`src/maze_wall_and_value_map_unit_defines.svh`:
```
// Assertion macros for the maze map unit
`ifndef MAZE_WALL_AND_VALUE_MAP_UNIT_DEFINES_SVH
`define MAZE_WALL_AND_VALUE_MAP_UNIT_DEFINES_SVH
`ifndef SYNTHESIS
`define MWVM_ASSERT_IMP(lbl, clk, rst_n, ante, cons) \
    lbl: assert property (@(posedge clk) disable iff (!rst_n) (ante) |-> (cons)) \
        else $error("mwvm: check failed");
`define MWVM_ASSERT_NXT(lbl, clk, rst_n, ante, cons) \
    lbl: assert property (@(posedge clk) disable iff (!rst_n) (ante) |=> (cons)) \
        else $error("mwvm: check failed");
`else
`define MWVM_ASSERT_IMP(lbl, clk, rst_n, ante, cons)
`define MWVM_ASSERT_NXT(lbl, clk, rst_n, ante, cons)
`endif
`endif

```
`src/mwvm_pkg.sv`:
```
`default_nettype none

package mwvm_pkg;

    localparam int MAZE_SIDE_DEF = 16;
    localparam int INF_VALUE_DEF = 255;
    localparam int QUEUE_DEPTH   = 2;   // power of two
    localparam int COORD_W       = 5;
    localparam int VALUE_W       = 8;
    localparam int WALL_SLOTS    = 3;

    typedef enum logic [2:0] {
        CMD_REINIT    = 3'd0,
        CMD_SET_WALL  = 3'd1,
        CMD_DEL_WALL  = 3'd2,
        CMD_QUERY     = 3'd3,
        CMD_WRITE_VAL = 3'd4,
        CMD_READ_VAL  = 3'd5,
        CMD_NEIGHBOR  = 3'd6,
        CMD_SENSE     = 3'd7
    } t_cmd;

    typedef enum logic [1:0] {
        DIR_N = 2'd0,
        DIR_E = 2'd1,
        DIR_S = 2'd2,
        DIR_W = 2'd3
    } t_dir;

    typedef enum logic [1:0] {
        SIDE_FRONT = 2'd0,
        SIDE_LEFT  = 2'd1,
        SIDE_RIGHT = 2'd2
    } t_side;

    typedef enum logic [2:0] {
        K_INIT,
        K_CONST,
        K_WALL_WR,
        K_WALL_RD,
        K_VAL_WR,
        K_VAL_RD
    } t_kind;

    typedef struct packed {
        t_kind                       kind;
        logic [COORD_W-1:0]          x;
        logic [COORD_W-1:0]          y;
        logic [WALL_SLOTS-1:0]       mask;
        t_dir [WALL_SLOTS-1:0]       dir;
        logic                        wall_val;
        logic [VALUE_W-1:0]          data;
    } t_op;

    typedef struct packed {
        logic full;
        logic empty;
    } t_q_stat;

    typedef enum logic [1:0] {
        BK_CLEAR,
        BK_IDLE,
        BK_WALL,
        BK_READ
    } t_bk_state;

endpackage

`default_nettype wire

```
`src/mwvm_if.sv`:
```
`default_nettype none

interface mwvm_req_if;
    logic       valid;
    logic       ready;
    logic [2:0] command;
    logic [3:0] cell_x;
    logic [3:0] cell_y;
    logic [1:0] heading;
    logic [1:0] side;
    logic [7:0] new_value;
    logic       sense_left;
    logic       sense_front;
    logic       sense_right;

    modport source (
        output valid, command, cell_x, cell_y, heading, side, new_value,
               sense_left, sense_front, sense_right,
        input  ready
    );
    modport sink (
        input  valid, command, cell_x, cell_y, heading, side, new_value,
               sense_left, sense_front, sense_right,
        output ready
    );
endinterface

interface mwvm_rsp_if;
    logic       valid;
    logic       ready;
    logic       wall_present;
    logic [7:0] cell_value;

    modport source (
        output valid, wall_present, cell_value,
        input  ready
    );
    modport sink (
        input  valid, wall_present, cell_value,
        output ready
    );
endinterface

`default_nettype wire

```
`src/mwvm_ram.sv`:
```
`default_nettype none

module mwvm_ram #(
    parameter int WIDTH = 8,
    parameter int DEPTH = 256
) (
    input  logic                     i_clk,
    input  logic                     i_we,
    input  logic [$clog2(DEPTH)-1:0] i_waddr,
    input  logic [WIDTH-1:0]         i_wdata,
    input  logic                     i_re,
    input  logic [$clog2(DEPTH)-1:0] i_raddr,
    output logic [WIDTH-1:0]         o_rdata
);
    logic [WIDTH-1:0] r_mem [DEPTH];
    logic [WIDTH-1:0] r_rdata;

    always_ff @(posedge i_clk) begin
        if (i_we) begin
            r_mem[i_waddr] <= i_wdata;
        end
        if (i_re) begin
            r_rdata <= r_mem[i_raddr];
        end
    end

    assign o_rdata = r_rdata;

endmodule

`default_nettype wire

```
`src/mwvm_front.sv`:
```
`default_nettype none

module mwvm_front #(
    parameter int MAZE_SIDE = mwvm_pkg::MAZE_SIDE_DEF,
    parameter int INF_VALUE = mwvm_pkg::INF_VALUE_DEF
) (
    mwvm_req_if.sink         i_req,
    input  mwvm_pkg::t_q_stat i_q_stat,
    input  logic             i_clearing,
    output logic             o_push,
    output mwvm_pkg::t_op    o_op
);
    import mwvm_pkg::*;

    t_op op;

    assign i_req.ready = !i_q_stat.full && !i_clearing;
    assign o_push      = i_req.valid && i_req.ready;
    assign o_op        = op;

    always_comb begin
        logic              on_grid;
        logic              side_ok;
        logic              nb_ok;
        t_dir              h;
        t_dir              dir_side;
        logic signed [6:0] nx;
        logic signed [6:0] ny;

        h        = t_dir'(i_req.heading);
        on_grid  = (32'(i_req.cell_x) < MAZE_SIDE) && (32'(i_req.cell_y) < MAZE_SIDE);
        side_ok  = 1'b1;
        dir_side = h;
        case (i_req.side)
            SIDE_FRONT: dir_side = h;
            SIDE_LEFT:  dir_side = t_dir'(2'(i_req.heading + 2'd3));
            SIDE_RIGHT: dir_side = t_dir'(2'(i_req.heading + 2'd1));
            default:    side_ok  = 1'b0;
        endcase

        nx = $signed({3'b000, i_req.cell_x});
        ny = $signed({3'b000, i_req.cell_y});
        unique case (h)
            DIR_N: ny = ny + 7'sd1;
            DIR_E: nx = nx + 7'sd1;
            DIR_S: ny = ny - 7'sd1;
            DIR_W: nx = nx - 7'sd1;
        endcase
        nb_ok = (nx >= 0) && (ny >= 0) && (nx < MAZE_SIDE) && (ny < MAZE_SIDE);

        op          = '0;
        op.kind     = K_CONST;
        op.x        = {1'b0, i_req.cell_x};
        op.y        = {1'b0, i_req.cell_y};
        op.dir      = {h, h, h};
        op.wall_val = 1'b0;
        op.data     = '0;

        unique case (t_cmd'(i_req.command)) inside
            CMD_REINIT: begin
                op.kind = K_INIT;
            end
            CMD_SET_WALL, CMD_DEL_WALL: begin
                if (on_grid && side_ok) begin
                    op.kind     = K_WALL_WR;
                    op.mask     = 3'b001;
                    op.dir[0]   = dir_side;
                    op.wall_val = (t_cmd'(i_req.command) == CMD_SET_WALL);
                end
            end
            CMD_QUERY: begin
                if (on_grid && side_ok) begin
                    op.kind   = K_WALL_RD;
                    op.dir[0] = dir_side;
                end
            end
            CMD_WRITE_VAL: begin
                if (on_grid) begin
                    op.kind = K_VAL_WR;
                    op.data = i_req.new_value;
                end
            end
            CMD_READ_VAL: begin
                if (on_grid) begin
                    op.kind = K_VAL_RD;
                end else begin
                    op.data = 8'(INF_VALUE);
                end
            end
            CMD_NEIGHBOR: begin
                if (nb_ok) begin
                    op.kind = K_VAL_RD;
                    op.x    = nx[4:0];
                    op.y    = ny[4:0];
                end else begin
                    op.data = 8'(INF_VALUE);
                end
            end
            CMD_SENSE: begin
                if (on_grid) begin
                    op.kind     = K_WALL_WR;
                    op.mask     = {i_req.sense_left, i_req.sense_front, i_req.sense_right};
                    op.dir[0]   = t_dir'(2'(i_req.heading + 2'd1));
                    op.dir[1]   = h;
                    op.dir[2]   = t_dir'(2'(i_req.heading + 2'd3));
                    op.wall_val = 1'b1;
                end
            end
        endcase
    end

endmodule

`default_nettype wire

```
`src/mwvm_queue.sv`:
```
`default_nettype none

module mwvm_queue (
    input  logic              i_clk,
    input  logic              i_rst_n,
    input  logic              i_push,
    input  mwvm_pkg::t_op     i_op,
    input  logic              i_pop,
    output logic              o_head_vld,
    output mwvm_pkg::t_op     o_head,
    output mwvm_pkg::t_q_stat o_stat
);
    import mwvm_pkg::*;

    localparam int DEPTH = QUEUE_DEPTH;
    localparam int PW    = $clog2(DEPTH);
    localparam int CNTW  = $clog2(DEPTH + 1);

    t_op             r_ent [DEPTH];
    logic [PW-1:0]   r_wp;
    logic [PW-1:0]   r_rp;
    logic [CNTW-1:0] r_cnt;

    always_ff @(posedge i_clk) begin
        if (i_push) begin
            r_ent[r_wp] <= i_op;
        end
    end

    always_ff @(posedge i_clk) begin
        if (!i_rst_n) begin
            r_wp  <= '0;
            r_rp  <= '0;
            r_cnt <= '0;
        end else begin
            if (i_push) begin
                r_wp <= r_wp + PW'(1);
            end
            if (i_pop) begin
                r_rp <= r_rp + PW'(1);
            end
            case ({i_push, i_pop})
                2'b10:   r_cnt <= r_cnt + CNTW'(1);
                2'b01:   r_cnt <= r_cnt - CNTW'(1);
                default: r_cnt <= r_cnt;
            endcase
        end
    end

    assign o_head       = r_ent[r_rp];
    assign o_head_vld   = (r_cnt != '0);
    assign o_stat.full  = (r_cnt == CNTW'(DEPTH));
    assign o_stat.empty = (r_cnt == '0);

endmodule

`default_nettype wire

```
`src/mwvm_back.sv`:
```
`default_nettype none

module mwvm_back #(
    parameter int MAZE_SIDE = mwvm_pkg::MAZE_SIDE_DEF
) (
    input  logic          i_clk,
    input  logic          i_rst_n,
    input  logic          i_head_vld,
    input  mwvm_pkg::t_op i_head,
    output logic          o_pop,
    output logic          o_clearing,
    mwvm_rsp_if.source    o_rsp
);
    import mwvm_pkg::*;

    localparam int LAT    = MAZE_SIDE + 1;
    localparam int WDEPTH = LAT * LAT;
    localparam int CELLS  = MAZE_SIDE * MAZE_SIDE;
    localparam int WAW    = $clog2(WDEPTH);
    localparam int CAW    = $clog2(CELLS);
    localparam int CW     = $clog2(LAT);

    t_bk_state          r_state, n_state;
    logic [WAW-1:0]     r_clr, n_clr;
    logic [CW-1:0]      r_cx, n_cx;
    logic [CW-1:0]      r_cy, n_cy;
    t_op                r_op, n_op;
    logic [1:0]         r_slot, n_slot;
    logic               r_rd_wall, n_rd_wall;
    logic               r_rd_west, n_rd_west;
    logic               r_out_valid, n_out_valid;
    logic               r_out_wall, n_out_wall;
    logic [VALUE_W-1:0] r_out_value, n_out_value;

    logic               can_put;
    logic [COORD_W-1:0] sel_x, sel_y, ax, ay;
    t_dir               sel_dir;
    logic [WAW-1:0]     wall_addr;
    logic [CAW-1:0]     cell_addr;

    logic               s_we, w_we, s_wdata, w_wdata, s_re, w_re;
    logic [WAW-1:0]     wall_waddr;
    logic               s_rdata, w_rdata;
    logic               cell_we, cell_re;
    logic [CAW-1:0]     cell_waddr;
    logic [VALUE_W-1:0] cell_wdata, cell_rdata;

    // wall address for the slot in service
    always_comb begin
        if (r_state == BK_WALL) begin
            sel_x   = r_op.x;
            sel_y   = r_op.y;
            sel_dir = r_op.dir[r_slot];
        end else begin
            sel_x   = i_head.x;
            sel_y   = i_head.y;
            sel_dir = i_head.dir[0];
        end
        ax        = sel_x + COORD_W'(sel_dir == DIR_E);
        ay        = sel_y + COORD_W'(sel_dir == DIR_N);
        wall_addr = WAW'(ax) * WAW'(LAT) + WAW'(ay);
        cell_addr = CAW'(i_head.x) * CAW'(MAZE_SIDE) + CAW'(i_head.y);
    end

    always_ff @(posedge i_clk) begin
        if (!i_rst_n) begin
            r_state     <= BK_CLEAR;
            r_clr       <= '0;
            r_cx        <= '0;
            r_cy        <= '0;
            r_slot      <= '0;
            r_out_valid <= 1'b0;
        end else begin
            r_state     <= n_state;
            r_clr       <= n_clr;
            r_cx        <= n_cx;
            r_cy        <= n_cy;
            r_slot      <= n_slot;
            r_out_valid <= n_out_valid;
        end
    end

    always_ff @(posedge i_clk) begin
        r_op        <= n_op;
        r_rd_wall   <= n_rd_wall;
        r_rd_west   <= n_rd_west;
        r_out_wall  <= n_out_wall;
        r_out_value <= n_out_value;
    end

    always_comb begin
        can_put     = !r_out_valid || o_rsp.ready;
        n_state     = r_state;
        n_clr       = r_clr;
        n_cx        = r_cx;
        n_cy        = r_cy;
        n_op        = r_op;
        n_slot      = r_slot;
        n_rd_wall   = r_rd_wall;
        n_rd_west   = r_rd_west;
        n_out_valid = r_out_valid && !o_rsp.ready;
        n_out_wall  = r_out_wall;
        n_out_value = r_out_value;
        o_pop       = 1'b0;
        s_we        = 1'b0;
        w_we        = 1'b0;
        s_re        = 1'b0;
        w_re        = 1'b0;
        s_wdata     = r_op.wall_val;
        w_wdata     = r_op.wall_val;
        wall_waddr  = wall_addr;
        cell_we     = 1'b0;
        cell_re     = 1'b0;
        cell_waddr  = cell_addr;
        cell_wdata  = i_head.data;

        unique case (r_state)
            BK_CLEAR: begin
                s_we       = 1'b1;
                w_we       = 1'b1;
                wall_waddr = r_clr;
                s_wdata    = (r_cy == '0) || (r_cy == CW'(MAZE_SIDE));
                w_wdata    = (r_cx == '0) || (r_cx == CW'(MAZE_SIDE));
                cell_we    = (r_clr < WAW'(CELLS));
                cell_waddr = r_clr[CAW-1:0];
                cell_wdata = '0;
                n_clr      = r_clr + WAW'(1);
                if (r_cy == CW'(MAZE_SIDE)) begin
                    n_cy = '0;
                    n_cx = r_cx + CW'(1);
                end else begin
                    n_cy = r_cy + CW'(1);
                end
                if (r_clr == WAW'(WDEPTH - 1)) begin
                    n_state = BK_IDLE;
                end
            end
            BK_IDLE: begin
                if (i_head_vld) begin
                    unique case (i_head.kind)
                        K_INIT: begin
                            if (can_put) begin
                                o_pop       = 1'b1;
                                n_out_valid = 1'b1;
                                n_out_wall  = 1'b0;
                                n_out_value = '0;
                                n_clr       = '0;
                                n_cx        = '0;
                                n_cy        = '0;
                                n_state     = BK_CLEAR;
                            end
                        end
                        K_CONST: begin
                            if (can_put) begin
                                o_pop       = 1'b1;
                                n_out_valid = 1'b1;
                                n_out_wall  = 1'b0;
                                n_out_value = i_head.data;
                            end
                        end
                        K_WALL_WR: begin
                            if (can_put) begin
                                o_pop       = 1'b1;
                                n_out_valid = 1'b1;
                                n_out_wall  = 1'b0;
                                n_out_value = '0;
                                n_op        = i_head;
                                n_slot      = '0;
                                n_state     = BK_WALL;
                            end
                        end
                        K_VAL_WR: begin
                            if (can_put) begin
                                o_pop       = 1'b1;
                                n_out_valid = 1'b1;
                                n_out_wall  = 1'b0;
                                n_out_value = '0;
                                cell_we     = 1'b1;
                            end
                        end
                        K_WALL_RD: begin
                            o_pop     = 1'b1;
                            s_re      = !sel_dir[0];
                            w_re      = sel_dir[0];
                            n_rd_wall = 1'b1;
                            n_rd_west = sel_dir[0];
                            n_state   = BK_READ;
                        end
                        K_VAL_RD: begin
                            o_pop     = 1'b1;
                            cell_re   = 1'b1;
                            n_rd_wall = 1'b0;
                            n_state   = BK_READ;
                        end
                        default: begin
                            o_pop = 1'b1;
                        end
                    endcase
                end
            end
            BK_WALL: begin
                if (r_op.mask[r_slot]) begin
                    s_we = !sel_dir[0];
                    w_we = sel_dir[0];
                end
                if (r_slot == 2'(WALL_SLOTS - 1)) begin
                    n_state = BK_IDLE;
                end else begin
                    n_slot = r_slot + 2'd1;
                end
            end
            BK_READ: begin
                if (can_put) begin
                    n_out_valid = 1'b1;
                    n_out_wall  = r_rd_wall && (r_rd_west ? w_rdata : s_rdata);
                    n_out_value = r_rd_wall ? '0 : cell_rdata;
                    n_state     = BK_IDLE;
                end
            end
            default: begin
                n_state = BK_IDLE;
            end
        endcase
    end

    mwvm_ram #(.WIDTH(1), .DEPTH(WDEPTH)) u_south (
        .i_clk   (i_clk),
        .i_we    (s_we),
        .i_waddr (wall_waddr),
        .i_wdata (s_wdata),
        .i_re    (s_re),
        .i_raddr (wall_addr),
        .o_rdata (s_rdata)
    );

    mwvm_ram #(.WIDTH(1), .DEPTH(WDEPTH)) u_west (
        .i_clk   (i_clk),
        .i_we    (w_we),
        .i_waddr (wall_waddr),
        .i_wdata (w_wdata),
        .i_re    (w_re),
        .i_raddr (wall_addr),
        .o_rdata (w_rdata)
    );

    mwvm_ram #(.WIDTH(VALUE_W), .DEPTH(CELLS)) u_cells (
        .i_clk   (i_clk),
        .i_we    (cell_we),
        .i_waddr (cell_waddr),
        .i_wdata (cell_wdata),
        .i_re    (cell_re),
        .i_raddr (cell_addr),
        .o_rdata (cell_rdata)
    );

    assign o_clearing         = (r_state == BK_CLEAR);
    assign o_rsp.valid        = r_out_valid;
    assign o_rsp.wall_present = r_out_wall;
    assign o_rsp.cell_value   = r_out_value;

endmodule

`default_nettype wire

```
`src/maze_wall_and_value_map_unit.sv`:
```
// Channel  | Dir | Payload
// i_req    | in  | command, cell_x, cell_y, heading, side, new_value, sense_*
// o_rsp    | out | wall_present, cell_value
//
// Front decodes a request into a 2-entry queue; back executes it on three
// RAMs (south walls, west walls, cell values), each with one write port and one
// registered read port. Reinit issue, no-op and value write are answered from
// idle; wall query and value reads pass through a read state; wall set/delete
// and sensed walls step through three slots, at most one wall bit per cycle.
// Reset and reinit run a clearing sweep over all (MAZE_SIDE+1)^2 wall entries (289
// at default); i_req.ready is low during it. o_rsp stalls hold in the result register.
`default_nettype none
`include "maze_wall_and_value_map_unit_defines.svh"

module maze_wall_and_value_map_unit #(
    parameter int MAZE_SIDE = mwvm_pkg::MAZE_SIDE_DEF,
    parameter int INF_VALUE = mwvm_pkg::INF_VALUE_DEF
) (
    input  logic       i_clk,
    input  logic       i_rst_n,
    mwvm_req_if.sink   i_req,
    mwvm_rsp_if.source o_rsp
);
    import mwvm_pkg::*;

    logic    w_push;
    t_op     w_push_op;
    logic    w_pop;
    logic    w_head_vld;
    t_op     w_head_op;
    t_q_stat w_q_stat;
    logic    w_clearing;

    mwvm_front #(
        .MAZE_SIDE (MAZE_SIDE),
        .INF_VALUE (INF_VALUE)
    ) u_front (
        .i_req      (i_req),
        .i_q_stat   (w_q_stat),
        .i_clearing (w_clearing),
        .o_push     (w_push),
        .o_op       (w_push_op)
    );

    mwvm_queue u_queue (
        .i_clk      (i_clk),
        .i_rst_n    (i_rst_n),
        .i_push     (w_push),
        .i_op       (w_push_op),
        .i_pop      (w_pop),
        .o_head_vld (w_head_vld),
        .o_head     (w_head_op),
        .o_stat     (w_q_stat)
    );

    mwvm_back #(
        .MAZE_SIDE (MAZE_SIDE)
    ) u_back (
        .i_clk      (i_clk),
        .i_rst_n    (i_rst_n),
        .i_head_vld (w_head_vld),
        .i_head     (w_head_op),
        .o_pop      (w_pop),
        .o_clearing (w_clearing),
        .o_rsp      (o_rsp)
    );

    `MWVM_ASSERT_IMP(a_no_push_full, i_clk, i_rst_n, w_push, !w_q_stat.full)
    `MWVM_ASSERT_IMP(a_no_pop_empty, i_clk, i_rst_n, w_pop, !w_q_stat.empty)
    `MWVM_ASSERT_IMP(a_no_req_clear, i_clk, i_rst_n, w_clearing, !i_req.ready)
    `MWVM_ASSERT_IMP(a_wall_no_value, i_clk, i_rst_n, o_rsp.valid && o_rsp.wall_present, o_rsp.cell_value == '0)
    `MWVM_ASSERT_NXT(a_init_clears, i_clk, i_rst_n, w_pop && (w_head_op.kind == K_INIT), w_clearing)

endmodule

`default_nettype wire
```
`src/flat_wrapper.sv`:
```
// flat-port wrapper written by rule: the top's interface ports become plain ports
module maze_wall_and_value_map_unit_flat import mwvm_pkg::*;
#(
    parameter int MAZE_SIDE = mwvm_pkg::MAZE_SIDE_DEF,
    parameter int INF_VALUE = mwvm_pkg::INF_VALUE_DEF
)
  (i_clk, i_rst_n, i_req_valid, i_req_command, i_req_cell_x, i_req_cell_y, i_req_heading, i_req_side, i_req_new_value, i_req_sense_left, i_req_sense_front, i_req_sense_right, i_req_ready, o_rsp_valid, o_rsp_wall_present, o_rsp_cell_value, o_rsp_ready);
  mwvm_req_if i_req_i ();
  mwvm_rsp_if o_rsp_i ();
  input  logic i_clk;
  input  logic i_rst_n;
  input wire logic [$bits(i_req_i.valid)-1:0] i_req_valid;
  input wire logic [$bits(i_req_i.command)-1:0] i_req_command;
  input wire logic [$bits(i_req_i.cell_x)-1:0] i_req_cell_x;
  input wire logic [$bits(i_req_i.cell_y)-1:0] i_req_cell_y;
  input wire logic [$bits(i_req_i.heading)-1:0] i_req_heading;
  input wire logic [$bits(i_req_i.side)-1:0] i_req_side;
  input wire logic [$bits(i_req_i.new_value)-1:0] i_req_new_value;
  input wire logic [$bits(i_req_i.sense_left)-1:0] i_req_sense_left;
  input wire logic [$bits(i_req_i.sense_front)-1:0] i_req_sense_front;
  input wire logic [$bits(i_req_i.sense_right)-1:0] i_req_sense_right;
  output wire logic [$bits(i_req_i.ready)-1:0] i_req_ready;
  output wire logic [$bits(o_rsp_i.valid)-1:0] o_rsp_valid;
  output wire logic [$bits(o_rsp_i.wall_present)-1:0] o_rsp_wall_present;
  output wire logic [$bits(o_rsp_i.cell_value)-1:0] o_rsp_cell_value;
  input wire logic [$bits(o_rsp_i.ready)-1:0] o_rsp_ready;
  assign i_req_i.valid = i_req_valid;
  assign i_req_i.command = i_req_command;
  assign i_req_i.cell_x = i_req_cell_x;
  assign i_req_i.cell_y = i_req_cell_y;
  assign i_req_i.heading = i_req_heading;
  assign i_req_i.side = i_req_side;
  assign i_req_i.new_value = i_req_new_value;
  assign i_req_i.sense_left = i_req_sense_left;
  assign i_req_i.sense_front = i_req_sense_front;
  assign i_req_i.sense_right = i_req_sense_right;
  assign i_req_ready = i_req_i.ready;
  assign o_rsp_valid = o_rsp_i.valid;
  assign o_rsp_wall_present = o_rsp_i.wall_present;
  assign o_rsp_cell_value = o_rsp_i.cell_value;
  assign o_rsp_i.ready = o_rsp_ready;
  maze_wall_and_value_map_unit #(.MAZE_SIDE(MAZE_SIDE), .INF_VALUE(INF_VALUE)) u_core (.i_clk(i_clk), .i_rst_n(i_rst_n), .i_req(i_req_i), .o_rsp(o_rsp_i));
endmodule
```
`config.mk`:
```
export PLATFORM = sky130hd
export DESIGN_NAME = maze_wall_and_value_map_unit_flat
export DESIGN_NICKNAME = d
export VERILOG_FILES = /design/src/mwvm_pkg.sv /design/src/mwvm_if.sv /design/src/mwvm_ram.sv /design/src/mwvm_front.sv /design/src/mwvm_queue.sv /design/src/mwvm_back.sv /design/src/maze_wall_and_value_map_unit.sv /design/src/flat_wrapper.sv
export VERILOG_INCLUDE_DIRS = /design/src /design/src/src
export SDC_FILE = /design/constraint.sdc
export NUM_CORES = 2
export LEC_CHECK = 0
export BUFFER_PORTS_ARGS = -buffer_cell sky130_fd_sc_hd__buf_2
export CELL_PAD_IN_SITES_DETAIL_PLACEMENT = 1
export CELL_PAD_IN_SITES_GLOBAL_PLACEMENT = 2
export CORE_MARGIN = 2
export CORE_UTILIZATION = 25
export DETAILED_ROUTE_END_ITERATION = 6
export PLACE_DENSITY_LB_ADDON = 0.08
export SLEW_MARGIN = 40
export SYNTH_ARGS = -nofsm -noshare
export SYNTH_HDL_FRONTEND = slang
export SYNTH_HIERARCHICAL = 1
export SYNTH_SLANG_ARGS = --single-unit
export TNS_END_PERCENT = 5
```
`constraint.sdc`:
```
create_clock -name i_clk -period 7.86 [get_ports i_clk]
set_input_delay 0.393 -clock i_clk [delete_from_list [all_inputs] [get_ports i_clk]]
set_output_delay 0.393 -clock i_clk [all_outputs]
set_load 0.01 [all_outputs]
```
==> results_dict.tcl <==
set metrics [dict create \
    path_class "reg -> reg" \
    clockBufferDepth 4 \
    drt-total-wl_um 370000 \
    grt_antenna_before_repair 18 \
    root_buffer "clkbuf_16" \
    max_freq_mhz 138 \
    cp_top_family "simple AND/OR/NAND/NOR gates" \
    gp_congestion 0.726 \
    crit_arrival_ns 7.81 \
    layout_worst_path_cycle_share_pct 92.2 \
    nFillCells 45400 \
    die-area_mm2 0.453 \
    path_max_fanout 16 \
    postSynthAreaPerCell_um2 18.3 \
    layout-drive-gt1-share_pct 25.5 \
    grt_pass1_vias 63200 \
    min_period_ns 7.25 \
    clock-sinks 2757 \
    power_leakage_nw 44.6 \
    power_density_mw_per_mm2 237 \
    hold_viol_final 0 \
    num_rows 245 \
    grt_max_degree 216 \
    drt_iter0_drc 4228 \
    post-cts-setup-buffers 0 \
    die_h_um 673 \
    nets 6480 \
    via_per_inst 4.63 \
    grt_overflow 0 \
    grt_pass1_wl_um 519000 \
    relSlewSlack_pct 38.8 \
    min_path_type "in -> reg" \
    cts_buffers 337 \
    io_buffers 40 \
    ir_worst_vdd_mv 0.159 \
    tightest_slew_ns 0.917 \
    skew_ns 0.0611 \
    worstPathCellList "nor2b_1 > a21oi_1 > o21ai_1 > nor2b_1 > ha_1 > ha_1 > nand3_1 > xor2_1 > mux2i_1 > ha_1 > ha_1 > ha_1 > ha_1 > a21oi_1 > o211ai_1 > o31ai_2 > xnor2_2 > buf_4 > mux2_2 > nor3b_1 > nand3_1 > nor2_1" \
    critPathLaunchType "register" \
    power_mw 31.2 \
    grt.total_usage_pct 16.2 \
    cts_resized 0 \
    fin_tns_setup_ns 0 \
    core_area_mm2 0.445 \
    die_width_um 673 \
    maxCapViolCount 0 \
    wl_per_cell_um 29.4 \
    clk_latency_ns 0.94 \
    path_clk_slew_ns 0.06 \
    path_buf_inv 1 \
    cts_tree "built" \
    run_status "finished clean" \
    worstPathRequired_ns 8.42 \
    rsz0062_at_grt "false" \
    path_common_cell "ha_1" \
    dp.cells 12000 \
    num_vias 58300 \
    maxSlewViolCount 0 \
    cts.htree.levels 5 \
    setup_violations 0 \
    syn_area_mm2 0.112 \
    ios 41 \
    ant_nets 0 \
    ys_warn_count 6 \
    holdBufCountCts 26 \
    final_cells 12600 \
    critPathCaptureType "register" \
    area_growth_pct 17.6 \
    initial_utilization_pct 25.1 \
    max_stage_delay_ns 0.76 \
    dpl.hpwl_um 227000 \
    first_pass_iters 7 \
    crit_slowest_cell "nor3b_1" \
    synthCells 6102 \
    drcViolationCount 0 \
]
[cells in the final DEF, fill, tap and decap left out, types with 16 or more instances in the layout]
cell type,count
a221oi_1,18
xor2_1,19
nor4_1,18
buf_12,26
mux2i_1,184
nor3_1,32
mux4_2,588
and2_1,23
o22ai_1,33
a211oi_1,24
clkinv_2,49
nor2_2,195
clkinv_1,74
nor2_1,727
nand2_1,147
clkbuf_16,344
inv_1,32
dfxtp_1,27
buf_2,40
bufinv_16,16
a22o_1,22
nand2b_1,19
a22oi_1,175
nor2b_1,54
buf_4,246
edfxtp_1,2729
dlygate4sd3_1,26
nand4_1,25
a21oi_1,136
mux2_2,34
o21ai_0,33
clkbuf_1,89
o221ai_1,47
nand3_1,69
ha_1,36
[where the power goes]
| group | internal, mW | leakage (nW) | switching, mW |
|---|---|---|---|
| sequential | 16.0 | 29.6 | 0.00682 |
| clock | 8.54 | 5.01 | 6.29 |
| combinational | 0.0693 | 10.0 | 0.278 |
| total | 24.6 | 44.6 | 6.57 |
[worst paths after layout]
kind              cells after the start  slack, ns                      start                              end
setup / recovery                     22       0.61    u_core/u_back/r_slot[1]  u_core/u_back/u_west/r_mem[125]
hold / removal                        4       0.12                i_req_valid      u_core/u_queue/r_ent[0][13]
setup reg to reg                     22       0.61    u_core/u_back/r_slot[1]  u_core/u_back/u_west/r_mem[125]
hold reg to reg                       2       0.49  u_core/u_back/o_rsp.valid        u_core/u_back/o_rsp.valid
[per-layer routing]
metal / up-vias / track usage [%] / part of all wire, %
li1: 25100 / - / -
met1: 31900 / 21.7 / 45
met2: 874 / 28.1 / 50
met3: 426 / 1.77 / 2.9
met4: 0 / 3.49 / 2.2
met5: - / 0 / 0
[through the flow]
| stage | cell area (µm²) | hold slack (ns) | util (%) | setup WS (ns) |
|---|---|---|---|---|
| after CTS | 131000 | 0.00933 | 29.4 | 0.523 |
| after global placement | 120000 | 0.476 | 26.9 | 0.350 |
| after detailed placement | 121000 | 0.488 | 27.1 | 0.617 |
| final | 131000 | 0.119 | 29.5 | 0.611 |
| after global routing | 131000 | 0.0576 | 29.5 | 0.123 |
| after floorplan | 112000 | 0.460 | - | 2.33 |
[worst reg2reg max path, stage by stage (launching register included)]
cell	delay [ns]
dfxtp_1	0.41
nor2b_1	0.27
a21oi_1	0.13
o21ai_1	0.33
nor2b_1	0.24
ha_1	0.22
ha_1	0.22
nand3_1	0.10
xor2_1	0.16
mux2i_1	0.33
ha_1	0.31
ha_1	0.30
ha_1	0.28
ha_1	0.42
a21oi_1	0.13
o211ai_1	0.28
o31ai_2	0.13
xnor2_2	0.19
buf_4	0.22
mux2_2	0.40
nor3b_1	0.76
nand3_1	0.73
nor2_1	0.32
[state kept, by name (all words and copies together), names as in the netlist, 2 cells and up, named ones only]
| register | cells |
|---|---|
| u_core/u_back/u_south/r_mem | 289 |
| u_core/u_queue/r_ent | 62 |
| u_core/u_back/r_op | 20 |
| u_core/u_back/u_west/r_mem | 289 |
| u_core/u_back/r_clr | 9 |
| u_core/u_back/r_slot | 2 |
| u_core/u_back/r_cy | 5 |
| u_core/u_back/u_cells/o_rdata | 8 |
| u_core/u_back/r_state | 2 |
| u_core/u_back/r_cx | 4 |
| u_core/u_back/o_rsp.cell_value | 8 |
| u_core/u_queue/r_cnt | 2 |
| u_core/u_back/u_cells/r_mem | 2048 |
[final cells by class]
class / instances / area [µm²] / area share (%)
clock inverter: 165 / 1310 / 0.998
timing repair buffer: 356 / 3200 / 2.43
clock buffer: 433 / 8940 / 6.80
inverter: 34 / 129 / 0.0981
multi-input combinational: 2921 / 27900 / 21.2
sequential: 2757 / 82500 / 62.8
antenna: 6 / 15.0 / 0.0114
tap: 5928 / 7420 / 5.64
(Power assumes the default switching activity.)
